$ cat src/design/multi_queue_priority_select_macros.svh
// Assertion macros used by the request sequencer of the multi-queue priority select RTL.
`ifndef MULTI_QUEUE_PRIORITY_SELECT_MACROS_SVH
`define MULTI_QUEUE_PRIORITY_SELECT_MACROS_SVH
`ifndef SYNTHESIS
`define MQPS_ASSERT(label, clk, rst, prop, msg) \
   label: assert property (@(posedge clk) disable iff (rst) prop) else $error(msg);
`define MQPS_ASSERT_ALWAYS(label, clk, prop, msg) \
   label: assert property (@(posedge clk) prop) else $error(msg);
`else
`define MQPS_ASSERT(label, clk, rst, prop, msg)
`define MQPS_ASSERT_ALWAYS(label, clk, prop, msg)
`endif
`endif

$ cat src/design/mqps_pkg.sv
// Types and constants of the multi-queue priority select block.
`default_nettype none
package mqps_pkg;
   localparam int ID_W     = 32;
   localparam int PRIO_W   = 8;
   localparam int STATUS_W = 3;
   localparam int QSEL_W   = 2;

   localparam logic [STATUS_W-1:0] STATUS_INSERTED  = 3'd0;
   localparam logic [STATUS_W-1:0] STATUS_EXTRACTED = 3'd1;
   localparam logic [STATUS_W-1:0] STATUS_EMPTY     = 3'd2;
   localparam logic [STATUS_W-1:0] STATUS_FULL      = 3'd3;
   localparam logic [STATUS_W-1:0] STATUS_INVALID   = 3'd4;

   localparam logic REQ_INSERT  = 1'b0;
   localparam logic REQ_EXTRACT = 1'b1;

   localparam logic [ID_W-1:0] ARRIVAL_FIRST = 32'd1;
   localparam logic [ID_W-1:0] ARRIVAL_MAX   = 32'hFFFF_FFFF;

   typedef struct packed {
      logic              req_type;
      logic [QSEL_W-1:0] queue_sel;
      logic [PRIO_W-1:0] priority_req;
   } mqps_req_type;

   typedef struct packed {
      logic [STATUS_W-1:0] status;
      logic [ID_W-1:0]     served_id;
   } mqps_rsp_type;

   typedef struct packed {
      logic [ID_W-1:0]   id;
      logic [PRIO_W-1:0] prio;
   } mqps_entry_type;

   typedef struct packed {
      logic         valid;
      mqps_rsp_type rsp;
   } mqps_result_type;

   typedef enum logic [1:0] {
      ST_IDLE,
      ST_SCAN,
      ST_SHIFT,
      ST_RESP
   } mqps_state_type;
endpackage
`default_nettype wire

$ cat src/design/multi_queue_priority_select.sv
// Top level of the multi-queue priority select block.
`default_nettype none
// NUM_QUEUES priority queues of QUEUE_DEPTH entries each share one entry memory
// and one arrival counter that starts at 1 and saturates. An extract scans the
// queue through the single read port of the entry memory, one slot per cycle,
// and then moves the entries behind the winner down one slot per cycle. One item
// is worked on at a time; a finished result waits in the output register while
// the next item is taken.
module multi_queue_priority_select #(
   parameter int NUM_QUEUES  = 3,
   parameter int QUEUE_DEPTH = 16
) (
   input  wire logic                clock,
   input  wire logic                reset,
   input  wire logic                req_valid,
   output logic                     req_stall,
   input  wire mqps_pkg::mqps_req_type req_item,
   output logic                     rsp_valid,
   input  wire logic                rsp_stall,
   output mqps_pkg::mqps_rsp_type   rsp_item
);
   import mqps_pkg::*;

   localparam int ENTRIES = NUM_QUEUES * QUEUE_DEPTH;
   localparam int ADDR_W  = $clog2(ENTRIES);

   logic              busy;
   mqps_result_type   result;
   logic              out_space;
   logic              load;
   logic              ram_wr_en;
   logic [ADDR_W-1:0] ram_wr_addr;
   mqps_entry_type    ram_wr_data;
   logic              ram_rd_en;
   logic [ADDR_W-1:0] ram_rd_addr;
   mqps_entry_type    ram_rd_data;

   logic              rsp_valid_ff, rsp_valid_in;
   mqps_rsp_type      rsp_item_ff, rsp_item_in;

   mqps_entry_ram #(
      .DEPTH  (ENTRIES),
      .ADDR_W (ADDR_W)
   ) u_ram (
      .clock   (clock),
      .wr_en   (ram_wr_en),
      .wr_addr (ram_wr_addr),
      .wr_data (ram_wr_data),
      .rd_en   (ram_rd_en),
      .rd_addr (ram_rd_addr),
      .rd_data (ram_rd_data)
   );

   mqps_engine #(
      .NUM_QUEUES  (NUM_QUEUES),
      .QUEUE_DEPTH (QUEUE_DEPTH),
      .ADDR_W      (ADDR_W)
   ) u_engine (
      .clock       (clock),
      .reset       (reset),
      .req_valid   (req_valid),
      .req_item    (req_item),
      .busy        (busy),
      .result      (result),
      .out_ready   (out_space),
      .ram_wr_en   (ram_wr_en),
      .ram_wr_addr (ram_wr_addr),
      .ram_wr_data (ram_wr_data),
      .ram_rd_en   (ram_rd_en),
      .ram_rd_addr (ram_rd_addr),
      .ram_rd_data (ram_rd_data)
   );

   // The output register frees up in the same cycle that its item is taken.
   assign out_space = !rsp_valid_ff || !rsp_stall;
   assign load      = result.valid && out_space;

   always_comb begin
      rsp_valid_in = load || (rsp_valid_ff && rsp_stall);
      rsp_item_in  = load ? result.rsp : rsp_item_ff;
   end

   always_ff @(posedge clock) begin
      if (reset) begin
         rsp_valid_ff <= 1'b0;
      end else begin
         rsp_valid_ff <= rsp_valid_in;
      end
   end

   always_ff @(posedge clock) begin
      rsp_item_ff <= rsp_item_in;
   end

   assign req_stall = busy;
   assign rsp_valid = rsp_valid_ff;
   assign rsp_item  = rsp_item_ff;
endmodule
`default_nettype wire

$ cat src/design/mqps_entry_ram.sv
// Entry memory: one write port and one registered read port.
`default_nettype none
module mqps_entry_ram #(
   parameter int DEPTH  = 48,
   parameter int ADDR_W = 6
) (
   input  wire logic                    clock,
   input  wire logic                    wr_en,
   input  wire logic [ADDR_W-1:0]       wr_addr,
   input  wire mqps_pkg::mqps_entry_type wr_data,
   input  wire logic                    rd_en,
   input  wire logic [ADDR_W-1:0]       rd_addr,
   output mqps_pkg::mqps_entry_type     rd_data
);
   import mqps_pkg::*;

   mqps_entry_type entry_mem_ff [DEPTH];
   mqps_entry_type rd_data_ff;

   always_ff @(posedge clock) begin
      if (wr_en) begin
         entry_mem_ff[wr_addr] <= wr_data;
      end
      if (rd_en) begin
         rd_data_ff <= entry_mem_ff[rd_addr];
      end
   end

   assign rd_data = rd_data_ff;
endmodule
`default_nettype wire

$ cat src/design/mqps_engine.sv
// Request sequencer: queue counts, arrival counter, scan and compaction of one queue.
`default_nettype none
`include "multi_queue_priority_select_macros.svh"
module mqps_engine #(
   parameter int NUM_QUEUES  = 3,
   parameter int QUEUE_DEPTH = 16,
   parameter int ADDR_W      = 6
) (
   input  wire logic                    clock,
   input  wire logic                    reset,
   input  wire logic                    req_valid,
   input  wire mqps_pkg::mqps_req_type  req_item,
   output logic                         busy,
   output mqps_pkg::mqps_result_type    result,
   input  wire logic                    out_ready,
   output logic                         ram_wr_en,
   output logic [ADDR_W-1:0]            ram_wr_addr,
   output mqps_pkg::mqps_entry_type     ram_wr_data,
   output logic                         ram_rd_en,
   output logic [ADDR_W-1:0]            ram_rd_addr,
   input  wire mqps_pkg::mqps_entry_type ram_rd_data
);
   import mqps_pkg::*;

   localparam int QIDX_W = (NUM_QUEUES > 1) ? $clog2(NUM_QUEUES) : 1;
   localparam int SLOT_W = $clog2(QUEUE_DEPTH);
   localparam int CNT_W  = $clog2(QUEUE_DEPTH + 1);
   localparam int CNT_X  = CNT_W + 1;

   function automatic logic [ADDR_W-1:0] slot_addr(input logic [QIDX_W-1:0] q,
                                                   input logic [CNT_W-1:0] slot);
      slot_addr = ADDR_W'(32'(q) * QUEUE_DEPTH + 32'(slot));
   endfunction

   // True when entry a is served before entry b.
   function automatic logic beats(input mqps_entry_type a, input mqps_entry_type b);
      beats = (a.prio > b.prio) || ((a.prio == b.prio) && (a.id < b.id));
   endfunction

   mqps_state_type    state_ff, state_in;
   logic [QIDX_W-1:0] q_ff, q_in;
   logic [CNT_W-1:0]  n_ff, n_in;
   logic [CNT_W-1:0]  rd_slot_ff, rd_slot_in;
   logic [SLOT_W-1:0] cmp_slot_ff, cmp_slot_in;
   logic [SLOT_W-1:0] best_slot_ff, best_slot_in;
   mqps_entry_type    best_ff, best_in;
   logic [SLOT_W-1:0] wr_slot_ff, wr_slot_in;
   mqps_rsp_type      res_ff, res_in;
   logic [ID_W-1:0]   arrival_ff, arrival_in;
   logic [CNT_W-1:0]  count_ff [NUM_QUEUES];

   logic              count_we;
   logic [QIDX_W-1:0] count_wq;
   logic [CNT_W-1:0]  count_wval;

   logic              accept;
   logic              q_valid;
   logic [QIDX_W-1:0] q_idx;
   logic [CNT_W-1:0]  cur_count;
   logic              take;
   logic [SLOT_W-1:0] best_slot_next;
   mqps_entry_type    best_next;
   logic              scan_last;
   logic              need_shift;
   logic              shift_more;

   assign accept  = req_valid && (state_ff == ST_IDLE);
   assign q_valid = 32'(req_item.queue_sel) < NUM_QUEUES;
   assign q_idx   = QIDX_W'(req_item.queue_sel);
   assign cur_count = q_valid ? count_ff[q_idx] : '0;

   // The first entry of a scan is taken as the best unconditionally.
   assign take           = (cmp_slot_ff == '0) || beats(ram_rd_data, best_ff);
   assign best_slot_next = take ? cmp_slot_ff : best_slot_ff;
   assign best_next      = take ? ram_rd_data : best_ff;
   assign scan_last      = CNT_W'(cmp_slot_ff) == (n_ff - CNT_W'(1));
   assign need_shift     = CNT_W'(best_slot_next) != (n_ff - CNT_W'(1));
   assign shift_more     = (CNT_X'(wr_slot_ff) + CNT_X'(2)) < CNT_X'(n_ff);

   always_comb begin
      state_in = state_ff;
      unique case (state_ff)
         ST_IDLE: begin
            if (accept) begin
               if (q_valid && (req_item.req_type == REQ_EXTRACT) && (cur_count != '0)) begin
                  state_in = ST_SCAN;
               end else begin
                  state_in = ST_RESP;
               end
            end
         end
         ST_SCAN: begin
            if (scan_last) begin
               state_in = need_shift ? ST_SHIFT : ST_RESP;
            end
         end
         ST_SHIFT: begin
            if (!shift_more) begin
               state_in = ST_RESP;
            end
         end
         ST_RESP: begin
            if (out_ready) begin
               state_in = ST_IDLE;
            end
         end
      endcase
   end

   always_comb begin
      ram_wr_en    = 1'b0;
      ram_wr_addr  = slot_addr(q_ff, CNT_W'(wr_slot_ff));
      ram_wr_data  = ram_rd_data;
      ram_rd_en    = 1'b0;
      ram_rd_addr  = slot_addr(q_ff, rd_slot_ff);
      q_in         = q_ff;
      n_in         = n_ff;
      rd_slot_in   = rd_slot_ff;
      cmp_slot_in  = cmp_slot_ff;
      best_slot_in = best_slot_ff;
      best_in      = best_ff;
      wr_slot_in   = wr_slot_ff;
      res_in       = res_ff;
      arrival_in   = arrival_ff;
      count_we     = 1'b0;
      count_wq     = q_ff;
      count_wval   = n_ff;
      unique case (state_ff)
         ST_IDLE: begin
            if (accept) begin
               q_in             = q_idx;
               n_in             = cur_count;
               res_in.served_id = '0;
               if (!q_valid) begin
                  res_in.status = STATUS_INVALID;
               end else if (req_item.req_type == REQ_INSERT) begin
                  if (cur_count == CNT_W'(QUEUE_DEPTH)) begin
                     res_in.status = STATUS_FULL;
                  end else begin
                     ram_wr_en        = 1'b1;
                     ram_wr_addr      = slot_addr(q_idx, cur_count);
                     ram_wr_data.id   = arrival_ff;
                     ram_wr_data.prio = req_item.priority_req;
                     count_we         = 1'b1;
                     count_wq         = q_idx;
                     count_wval       = cur_count + CNT_W'(1);
                     if (arrival_ff != ARRIVAL_MAX) begin
                        arrival_in = arrival_ff + ID_W'(1);
                     end
                     res_in.status = STATUS_INSERTED;
                  end
               end else if (cur_count == '0) begin
                  res_in.status = STATUS_EMPTY;
               end else begin
                  ram_rd_en     = 1'b1;
                  ram_rd_addr   = slot_addr(q_idx, '0);
                  rd_slot_in    = CNT_W'(1);
                  cmp_slot_in   = '0;
                  res_in.status = STATUS_EXTRACTED;
               end
            end
         end
         ST_SCAN: begin
            best_slot_in = best_slot_next;
            best_in      = best_next;
            cmp_slot_in  = cmp_slot_ff + SLOT_W'(1);
            if (rd_slot_ff < n_ff) begin
               ram_rd_en   = 1'b1;
               ram_rd_addr = slot_addr(q_ff, rd_slot_ff);
               rd_slot_in  = rd_slot_ff + CNT_W'(1);
            end
            if (scan_last) begin
               res_in.status    = STATUS_EXTRACTED;
               res_in.served_id = best_next.id;
               count_we         = 1'b1;
               count_wval       = n_ff - CNT_W'(1);
               // Start pulling the entries behind the winner down by one slot.
               if (need_shift) begin
                  ram_rd_en   = 1'b1;
                  ram_rd_addr = slot_addr(q_ff, CNT_W'(best_slot_next) + CNT_W'(1));
                  wr_slot_in  = best_slot_next;
               end
            end
         end
         ST_SHIFT: begin
            // Data read last cycle belongs to the slot above the one written now.
            ram_wr_en = 1'b1;
            if (shift_more) begin
               ram_rd_en   = 1'b1;
               ram_rd_addr = slot_addr(q_ff, CNT_W'(wr_slot_ff) + CNT_W'(2));
               wr_slot_in  = wr_slot_ff + SLOT_W'(1);
            end
         end
         ST_RESP: begin
         end
      endcase
   end

   always_ff @(posedge clock) begin
      if (reset) begin
         state_ff   <= ST_IDLE;
         arrival_ff <= ARRIVAL_FIRST;
         for (int i = 0; i < NUM_QUEUES; i++) begin
            count_ff[i] <= '0;
         end
      end else begin
         state_ff   <= state_in;
         arrival_ff <= arrival_in;
         if (count_we) begin
            count_ff[count_wq] <= count_wval;
         end
      end
   end

   always_ff @(posedge clock) begin
      q_ff         <= q_in;
      n_ff         <= n_in;
      rd_slot_ff   <= rd_slot_in;
      cmp_slot_ff  <= cmp_slot_in;
      best_slot_ff <= best_slot_in;
      best_ff      <= best_in;
      wr_slot_ff   <= wr_slot_in;
      res_ff       <= res_in;
   end

   assign busy         = state_ff != ST_IDLE;
   assign result.valid = state_ff == ST_RESP;
   assign result.rsp   = res_ff;

   `MQPS_ASSERT(a_arrival_nonzero, clock, reset, arrival_ff != '0, "arrival counter is zero")
   `MQPS_ASSERT(a_arrival_grows, clock, reset, !$past(reset) |-> arrival_ff >= $past(arrival_ff), "arrival counter went back")
   `MQPS_ASSERT(a_no_port_clash, clock, reset, ram_rd_en && ram_wr_en |-> ram_rd_addr != ram_wr_addr, "read and write hit one entry")
   `MQPS_ASSERT(a_served_nonzero, clock, reset, result.valid && (res_ff.status == STATUS_EXTRACTED) |-> res_ff.served_id != '0, "extracted item has no arrival number")
   `MQPS_ASSERT_ALWAYS(a_reset_state, clock, $past(reset) && !reset |-> (state_ff == ST_IDLE) && (arrival_ff == ARRIVAL_FIRST), "reset did not restore state")
endmodule
`default_nettype wire
$ cat config.mk
export PLATFORM = sky130hd
export DESIGN_NAME = multi_queue_priority_select
export DESIGN_NICKNAME = d
export VERILOG_FILES = /design/src/design/mqps_pkg.sv /design/src/design/multi_queue_priority_select.sv /design/src/design/mqps_entry_ram.sv /design/src/design/mqps_engine.sv
export VERILOG_INCLUDE_DIRS = /design/src /design/src/design
export SDC_FILE = /design/constraint.sdc
export NUM_CORES = 2
export LEC_CHECK = 0
export BUFFER_PORTS_ARGS = -buffer_cell sky130_fd_sc_hd__buf_2
export CAP_MARGIN = 20
export CORE_ASPECT_RATIO = 1.4
export CORE_UTILIZATION = 57
export DETAILED_ROUTE_END_ITERATION = 6
export HOLD_SLACK_MARGIN = 0.02
export PLACE_DENSITY = 0.74
export SYNTH_ARGS = -nofsm -noshare
export SYNTH_HDL_FRONTEND = slang
export SYNTH_HIERARCHICAL = 1
export SYNTH_SLANG_ARGS = --single-unit
$ cat constraint.sdc
create_clock -name clock -period 6.1 [get_ports clock]
set_clock_uncertainty 0.05 [all_clocks]
set_input_delay 0.61 -clock clock [delete_from_list [all_inputs] [get_ports clock]]
set_output_delay 0.61 -clock clock [all_outputs]
set_load 0.01 [all_outputs]
# After elaboration in Yosys (flattened, before gate mapping)
# Memory sizes are Yosys's and may differ from the RTL's. A register that Yosys moved wholly into a read port is not among the register bits.
# Index checks and enable logic that the tools add are counted.
[word_totals]
n_memories = 2
output_inout_bits = 37
ff_bits = 169
wordCells = 171
ram_bits = 1935
inputBits = 15
[classes]
reduce_logical = 28
magnitude_cmp = 5
mux = 87
eq_ne = 18
bitwise = 2
n_addsub = 14
[mem_list]
columns = ["memory", "depth", "word_bits", "read_ports", "rd_clocked_by_memory_dff", "wr", "line", "rtl"]
rows = [
  ["u_ram.entry_mem_ff", 48, 40, 1, 1, 1, "mqps_entry_ram.sv:17", "mqps_entry_type entry_mem_ff [DEPTH];"],
  ["u_engine.count_ff", 3, 5, 1, 0, 3, "mqps_engine.sv:50", "logic [CNT_W-1:0] count_ff [NUM_QUEUES];"],
]
[op_table]
columns = ["op", "n"]
rows = [
  ["$mux 40", 6],
  ["$mux 6", 12],
  ["$mux 35", 2],
  ["$pmux 35 s2", 1],
  ["$mux 5", 12],
  ["$add 32x1->32 const B", 1],
  ["$lt 32x32->1", 1],
  ["$mux 4", 8],
  ["$ne 32x32->1 const B", 1],
  ["$mux 2", 13],
  ["$add 6x5->6", 4],
  ["$mux 1", 22],
  ["$pmux 5 s2", 2],
  ["$pmux 6 s3", 1],
  ["$pmux 4 s2", 2],
  ["$ne 2x1->1 const B", 7],
  ["$reduce_and 6->1", 2],
  ["$add 4x2->5 const B", 2],
  ["$add 5x1->5 const B", 2],
  ["$add 4x1->4 const B", 2],
  ["$eq 8x8->1", 1],
  ["$gt 8x8->1", 1],
  ["$pmux 2 s4", 1],
  ["$reduce_and 4->1", 2],
  ["other kinds (28)", 46],
]

# Logic depth before layout (Yosys ltp)
[logic_depth]
ltp_word = 13
mapped_depth = 24
mapped_depth_nobuf = 18

# Hierarchy
# The synthesis kept the hierarchy.
[modules_own_cells]
columns = ["mod", "area_each_um2", "seq_area_each_um2", "cells_per_inst", "n_inst"]
rows = [
  ["mqps_entry_ram", 75487.4, 58856.4, 3618, 1],
  ["mqps_engine", 9228.9, 4224.1, 941, 1],
  ["multi_queue_priority_select", 1089.8, 1071.0, 40, 1],
]

# Worst setup path after synthesis
# Ideal clock, no wire load.
[synth_timing]
path_type = "input port to flip-flop"
startpoint = "input port req_item[9] (netlist name)"
endpoint = "memory u_ram/entry_mem_ff[18][0] (netlist name), enable pin"
required_time_ns = 5.563
n_path_buf = 4
setup_time_ns = 0.487
setup_slack_ns = -0.433
arrival_time_ns = 5.996
cell_stages = 14
path_cell_list = "clkbuf_1 buf_1 mux4_2 nand2_1 ha_1 inv_1 a211oi_1 a31o_2 buf_2 buf_2 o21ai_0 nor2_1 nand4_1 nor3_1"
[synth_via]
word_cells_on_any_way = 17
cone_classes = "1 x add/sub; 1 x order compare; 1 x eq/ne; 13 x mux; 1 x memory"
[synth_rtl]
columns = ["item", "line", "rtl"]
rows = [
  ["start: declaration", "multi_queue_priority_select.sv:17", "input wire mqps_pkg::mqps_req_type req_item,"],
  ["$mem_v2 3x5 / $lt 2x2->1 (equally long branches)", "--", ""],
  ["$mux 5", "mqps_engine.sv:70", "assign cur_count = q_valid ? count_ff[q_idx] : '0;"],
  ["$add 6x5->6 / $eq 5x5->1 (equally long branches)", "mqps_engine.sv:32, mqps_engine.sv:137", ""],
  ["$mux 6", "mqps_engine.sv:137", "if (cur_count == CNT_W'(QUEUE_DEPTH)) begin"],
  ["$mux 6", "mqps_engine.sv:136", "end else if (req_item.req_type == REQ_INSERT) begin"],
  ["$mux 6 (*)", "mqps_engine.sv:134", "if (!q_valid) begin"],
  ["$mux 6 (*)", "mqps_engine.sv:130", "if (accept) begin"],
  ["$mux 6 (*)", "mqps_engine.sv:128", "unique case (state_ff)"],
  ["via ram_wr_addr[5]", "multi_queue_priority_select.sv:32", "logic [ADDR_W-1:0] ram_wr_addr;"],
  ["end: declaration", "mqps_entry_ram.sv:17", ""],
]
# The timed path passes the listed nets; every way through them passes the cells marked *.

# Final worst setup path
[layout_timing]
startpoint = "register u_ram/rd_data[22] (netlist name)"
endpoint = "register u_ram/rd_data[22] (netlist name)"
[layout_via]
elab_chain_len = 10
word_cells_on_any_way = 14
cone_classes = "2 x add/sub; 1 x order compare; 1 x eq/ne; 7 x mux; 3 x reduce/logical"
[layout_rtl]
columns = ["item", "line", "rtl"]
rows = [
  ["$lt 32x32->1 (*)", "mqps_engine.sv:37", "beats = (a.prio > b.prio) || ((a.prio == b.prio) && (a.id < b.id));"],
  ["$logic_and 1x1->1 (*)", "mqps_engine.sv:37", ""],
  ["$logic_or 1x1->1 (*)", "mqps_engine.sv:37", ""],
  ["$logic_or 1x1->1 (*)", "mqps_engine.sv:73", "assign take = (cmp_slot_ff == '0) || beats(ram_rd_data, best_ff);"],
  ["$mux 4 (*)", "mqps_engine.sv:74", "assign best_slot_next = take ? cmp_slot_ff : best_slot_ff;"],
  ["via u_engine.best_slot_next[1]", "mqps_engine.sv:61", "logic [SLOT_W-1:0] best_slot_next;"],
  ["$add 4x1->5", "mqps_engine.sv:180", "ram_rd_addr = slot_addr(q_ff, CNT_W'(best_slot_next) + CNT_W'(1));"],
  ["$add 6x5->6", "mqps_engine.sv:32", "slot_addr = ADDR_W'(32'(q) * QUEUE_DEPTH + 32'(slot));"],
  ["$mux 6 (*)", "mqps_engine.sv:178", "if (need_shift) begin"],
  ["$mux 6 (*)", "mqps_engine.sv:172", "if (scan_last) begin"],
  ["$pmux 6 s3 (*)", "mqps_engine.sv:128", ""],
  ["via ram_rd_addr[1]", "multi_queue_priority_select.sv:35", "logic [ADDR_W-1:0] ram_rd_addr;"],
]
# Marks and branches as above.
# A chain may end at the register's enable or synchronous reset.

==> impl_metrics.csv <==
group,metric,value,unit
synthesis,synth_nets,4677,
power,leakage,32.7,nW
timing,finalHoldViolCount,0,
cts,clk_pin_slew_worst_paths,0.06,ns
timing,post-route-period-util,98.6,%
die,initial_utilization,57.3,%
route,firstDrtPassIters,6,
grt,grt_pass1_wl,307000,µm
worst_setup_path,critPathLaunchType,"flip-flop",
synthesis,async_flop_share,0,%
synthesis,synth_cells,4599,
power,p_total,55.2,mW
timing,worstMarginPinSlew,1.03,ns
die,dieArea,0.152,mm²
grt,grt_use_total,28.2,%
route,drt-total-wl,214000,µm
route,drtAntennaViolNets,0,
synthesis,synth_top_area_share,73.9,%
layout,fin_area,0.0970,mm²
job,maxCapViolations,0,
placement,gp_congestion,0.884,
cts,clk-insertion-delay-late,0.83,ns
worst_setup_path,crit_type,"reg2reg",
timing,clock.fmax,166,MHz
synthesis,synth_top_area_cell,"edfxtp_1",
placement,port_buffers,51,
layout,syn2layout_area_growth,13.0,%
die,core_region_area,0.150,mm²
cts,clk_path_buf_depth,3,
layout,post-route-util,64.8,%
grt,overflow,0,
synthesis,ys_warn_count,6,
timing,holdWs,0.218,ns
placement,dpl.hpwl,122000,µm
worst_setup_path,cp_max_fo,44,
outcome,status,"complete, no violations",
route,vias,45600,
route,via_per_inst,6.54,
synthesis,postSynthAreaPerCell,18.7,µm²
timing,max_slew_margin,30.8,%
synthesis,synth-edff-count,2113,
cts,cts.sinks,2148,
synthesis,ys_types,71,
route,drc_errors,0,
timing,finalSetupViolCount,0,
layout,final_net_count,4942,
timing,slew_viol_final,0,
power,ir_drop,0.433,mV
synthesis,ys.flop_type,"edfxtp_1",
cts,root_buffer,"clkbuf_16",
cts,cts_tree,"done",
route,drt_iter0_drc,5797,
worst_setup_path,cp.arrival,6.61,ns
synthesis,seq_area_frac_synth,74.8,%
timing,fin_crit,6.02,ns
cts,htreeDepth,4,
die,chipHeight,461,µm
grt,grt_pass1_vias,45100,
layout,layout-drive-gt1-share,19.4,%
die,rows,168,
placement,dpl_cell_area,0.0907,mm²
worst_setup_path,crit_required,6.69,ns
die,die_w,330,µm
grt,grt_max_degree,67,
worst_setup_path,crit_path_end_kind,"flip-flop",
synthesis,ys_ff_latch,2148,
grt,antenna_found_initial,4,
synthesis,syn-cell-area,0.0858,mm²
synthesis,synthTopCellsByArea,"edfxtp_1 (74%), mux2i_1 (7.6%), mux4_2 (5.3%)",
worst_hold_path,hold_path_class,"in2reg",
die,ioPinCount,52,
route,wl_per_cell,30.7,µm
cts,numCtsBuffers,182,
power,power_density,570,mW/mm²
-- layer usage --
metal	share of wire, %	track usage, %
met1	36	36.6
met2	51	47.9
met4	3.8	10.5
met3	9.0	4.54
met5	0.0061	0
-- final timing paths --
kind | to | startpoint | slack (ns) | depth (start not counted)
max | u_ram/rd_data[22]$_DFFE_PP_ | u_ram/rd_data[22]$_DFFE_PP_ | 0.08 | 21
min | u_engine/result[33]$_SDFFCE_PP0P_ | req_item[10] | 0.22 | 3
min reg2reg | rsp_item[2]$_DFFE_PP_ | u_engine/result[2]$_SDFFCE_PN0P_ | 0.36 | 0
max reg2reg | u_ram/rd_data[22]$_DFFE_PP_ | u_ram/rd_data[22]$_DFFE_PP_ | 0.08 | 21
-- logic make-up (layout without fill, tap and decap cells) --
kind of cell | count (synthesis) | count (layout) | synth area share, %
buf+inv | 326 | 741 | 2.01
xor+xnor | 62 | 62 | 0.642
compound gates | 608 | 608 | 5.56
fa+ha+maj | 63 | 63 | 0.919
simple gates | 502 | 502 | 2.71
other cells | 0 | 2 | 0
mux | 890 | 890 | 13.4
flops | 2148 | 2148 | 74.8
-- critical path: stages (launching register included) --
cell       delay (ns)
edfxtp_1         0.49
ha_1             0.34
and4_2           0.30
nand4_1          0.13
a2111oi_2        0.38
a211oi_2         0.13
buf_4            0.16
o22ai_4          0.27
mux2_2           0.43
xor2_2           0.22
nand4_1          0.22
buf_4            0.21
mux2i_1          0.25
o21ai_4          0.09
buf_12           0.18
nor2b_4          0.17
buf_12           0.17
buf_12           0.20
a22o_1           0.24
a221oi_1         0.51
o22ai_1          0.21
o41ai_2          0.35
-- cell type report --
| class | instances | area, µm² |
|---|---|---|
| clock buffers | 221 | 4810 |
| fillers | 9682 | 52700 |
| clock inverters | 113 | 1190 |
| inverters | 70 | 263 |
| diodes | 2 | 5.00 |
| well taps | 1955 | 2450 |
| repair buffers | 337 | 3620 |
| multi-input cells | 2125 | 20500 |
| flip-flops and latches | 2148 | 64200 |
-- synthesized netlist by cell type (all sizes together) (44+ instances only) --
cell	count
mux4	202
a22oi	165
inv	70
nor2	124
ha	63
a221oi	80
buf	124
a22o	80
clkbuf	132
a21oi	118
mux2i	651
nand2	206
o22ai	44
and2	48
edfxtp	2113
-- sequential cells by signal, summed over array words and instances, names as in the netlist --
signal and count:
rsp_item 35, u_engine/arrival_ff 32, rsp_valid 1, u_engine/q_ff 2, u_engine/state_ff 2, u_engine/cmp_slot_ff 4, u_engine/wr_slot_ff 4, u_engine/result 35
u_ram/entry_mem_ff 1920, u_engine/count_ff 19, u_engine/best_slot_ff 4, u_ram/rd_data 40, u_engine/rd_slot_ff 5, u_engine/best_ff 40, u_engine/n_ff 5
-- power breakdown --
group	internal, mW	leakage, nW	switching (mW)
Combinational	9.50	10.4	13.9
Clock	6.56	2.90	5.19
Sequential	19.6	19.4	0.507
-- through the flow --
step           setup WS, ns  TNS, ns  cells
6_report             0.0847        0   6971
5_1_grt              -0.148    -1.95   6970
4_1_cts              0.0634        0   6958
3_5_place_dp         -0.335   -0.589   6624
3_3_place_gp         -0.321   -0.465   6624
2_1_floorplan         0.286        0   4599
-- placed cells by master, fill, tap and decap left out, types with 23 or more instances in the layout --
master	n
a21oi_1	117
a221oi_1	79
a22o_1	80
a22oi_1	164
and2_1	47
buf_12	87
buf_2	51
buf_4	188
clkbuf_1	34
clkbuf_16	189
clkinv_1	33
clkinv_2	34
dfxtp_1	35
edfxtp_1	2113
ha_1	62
inv_1	70
mux2_2	36
mux2i_1	650
mux4_2	202
nand2_1	205
nand3_1	27
nor2_1	75
nor2_4	48
o21ai_0	23
o22ai_1	43
o41ai_2	37
xnor2_1	32
xor2_1	29
-- repair_timing --
action                                  4_1_cts  5_1_grt
buffers inserted                              0        9
endpoints found under the hold margin         1        0
hold buffers                                  1        0
gates resized for setup                       4       10
gates cloned                                  0        2
endpoints found under the setup margin        3       25
pin swaps                                     1        3
No activity file was read; power rests on OpenSTA's default activity.
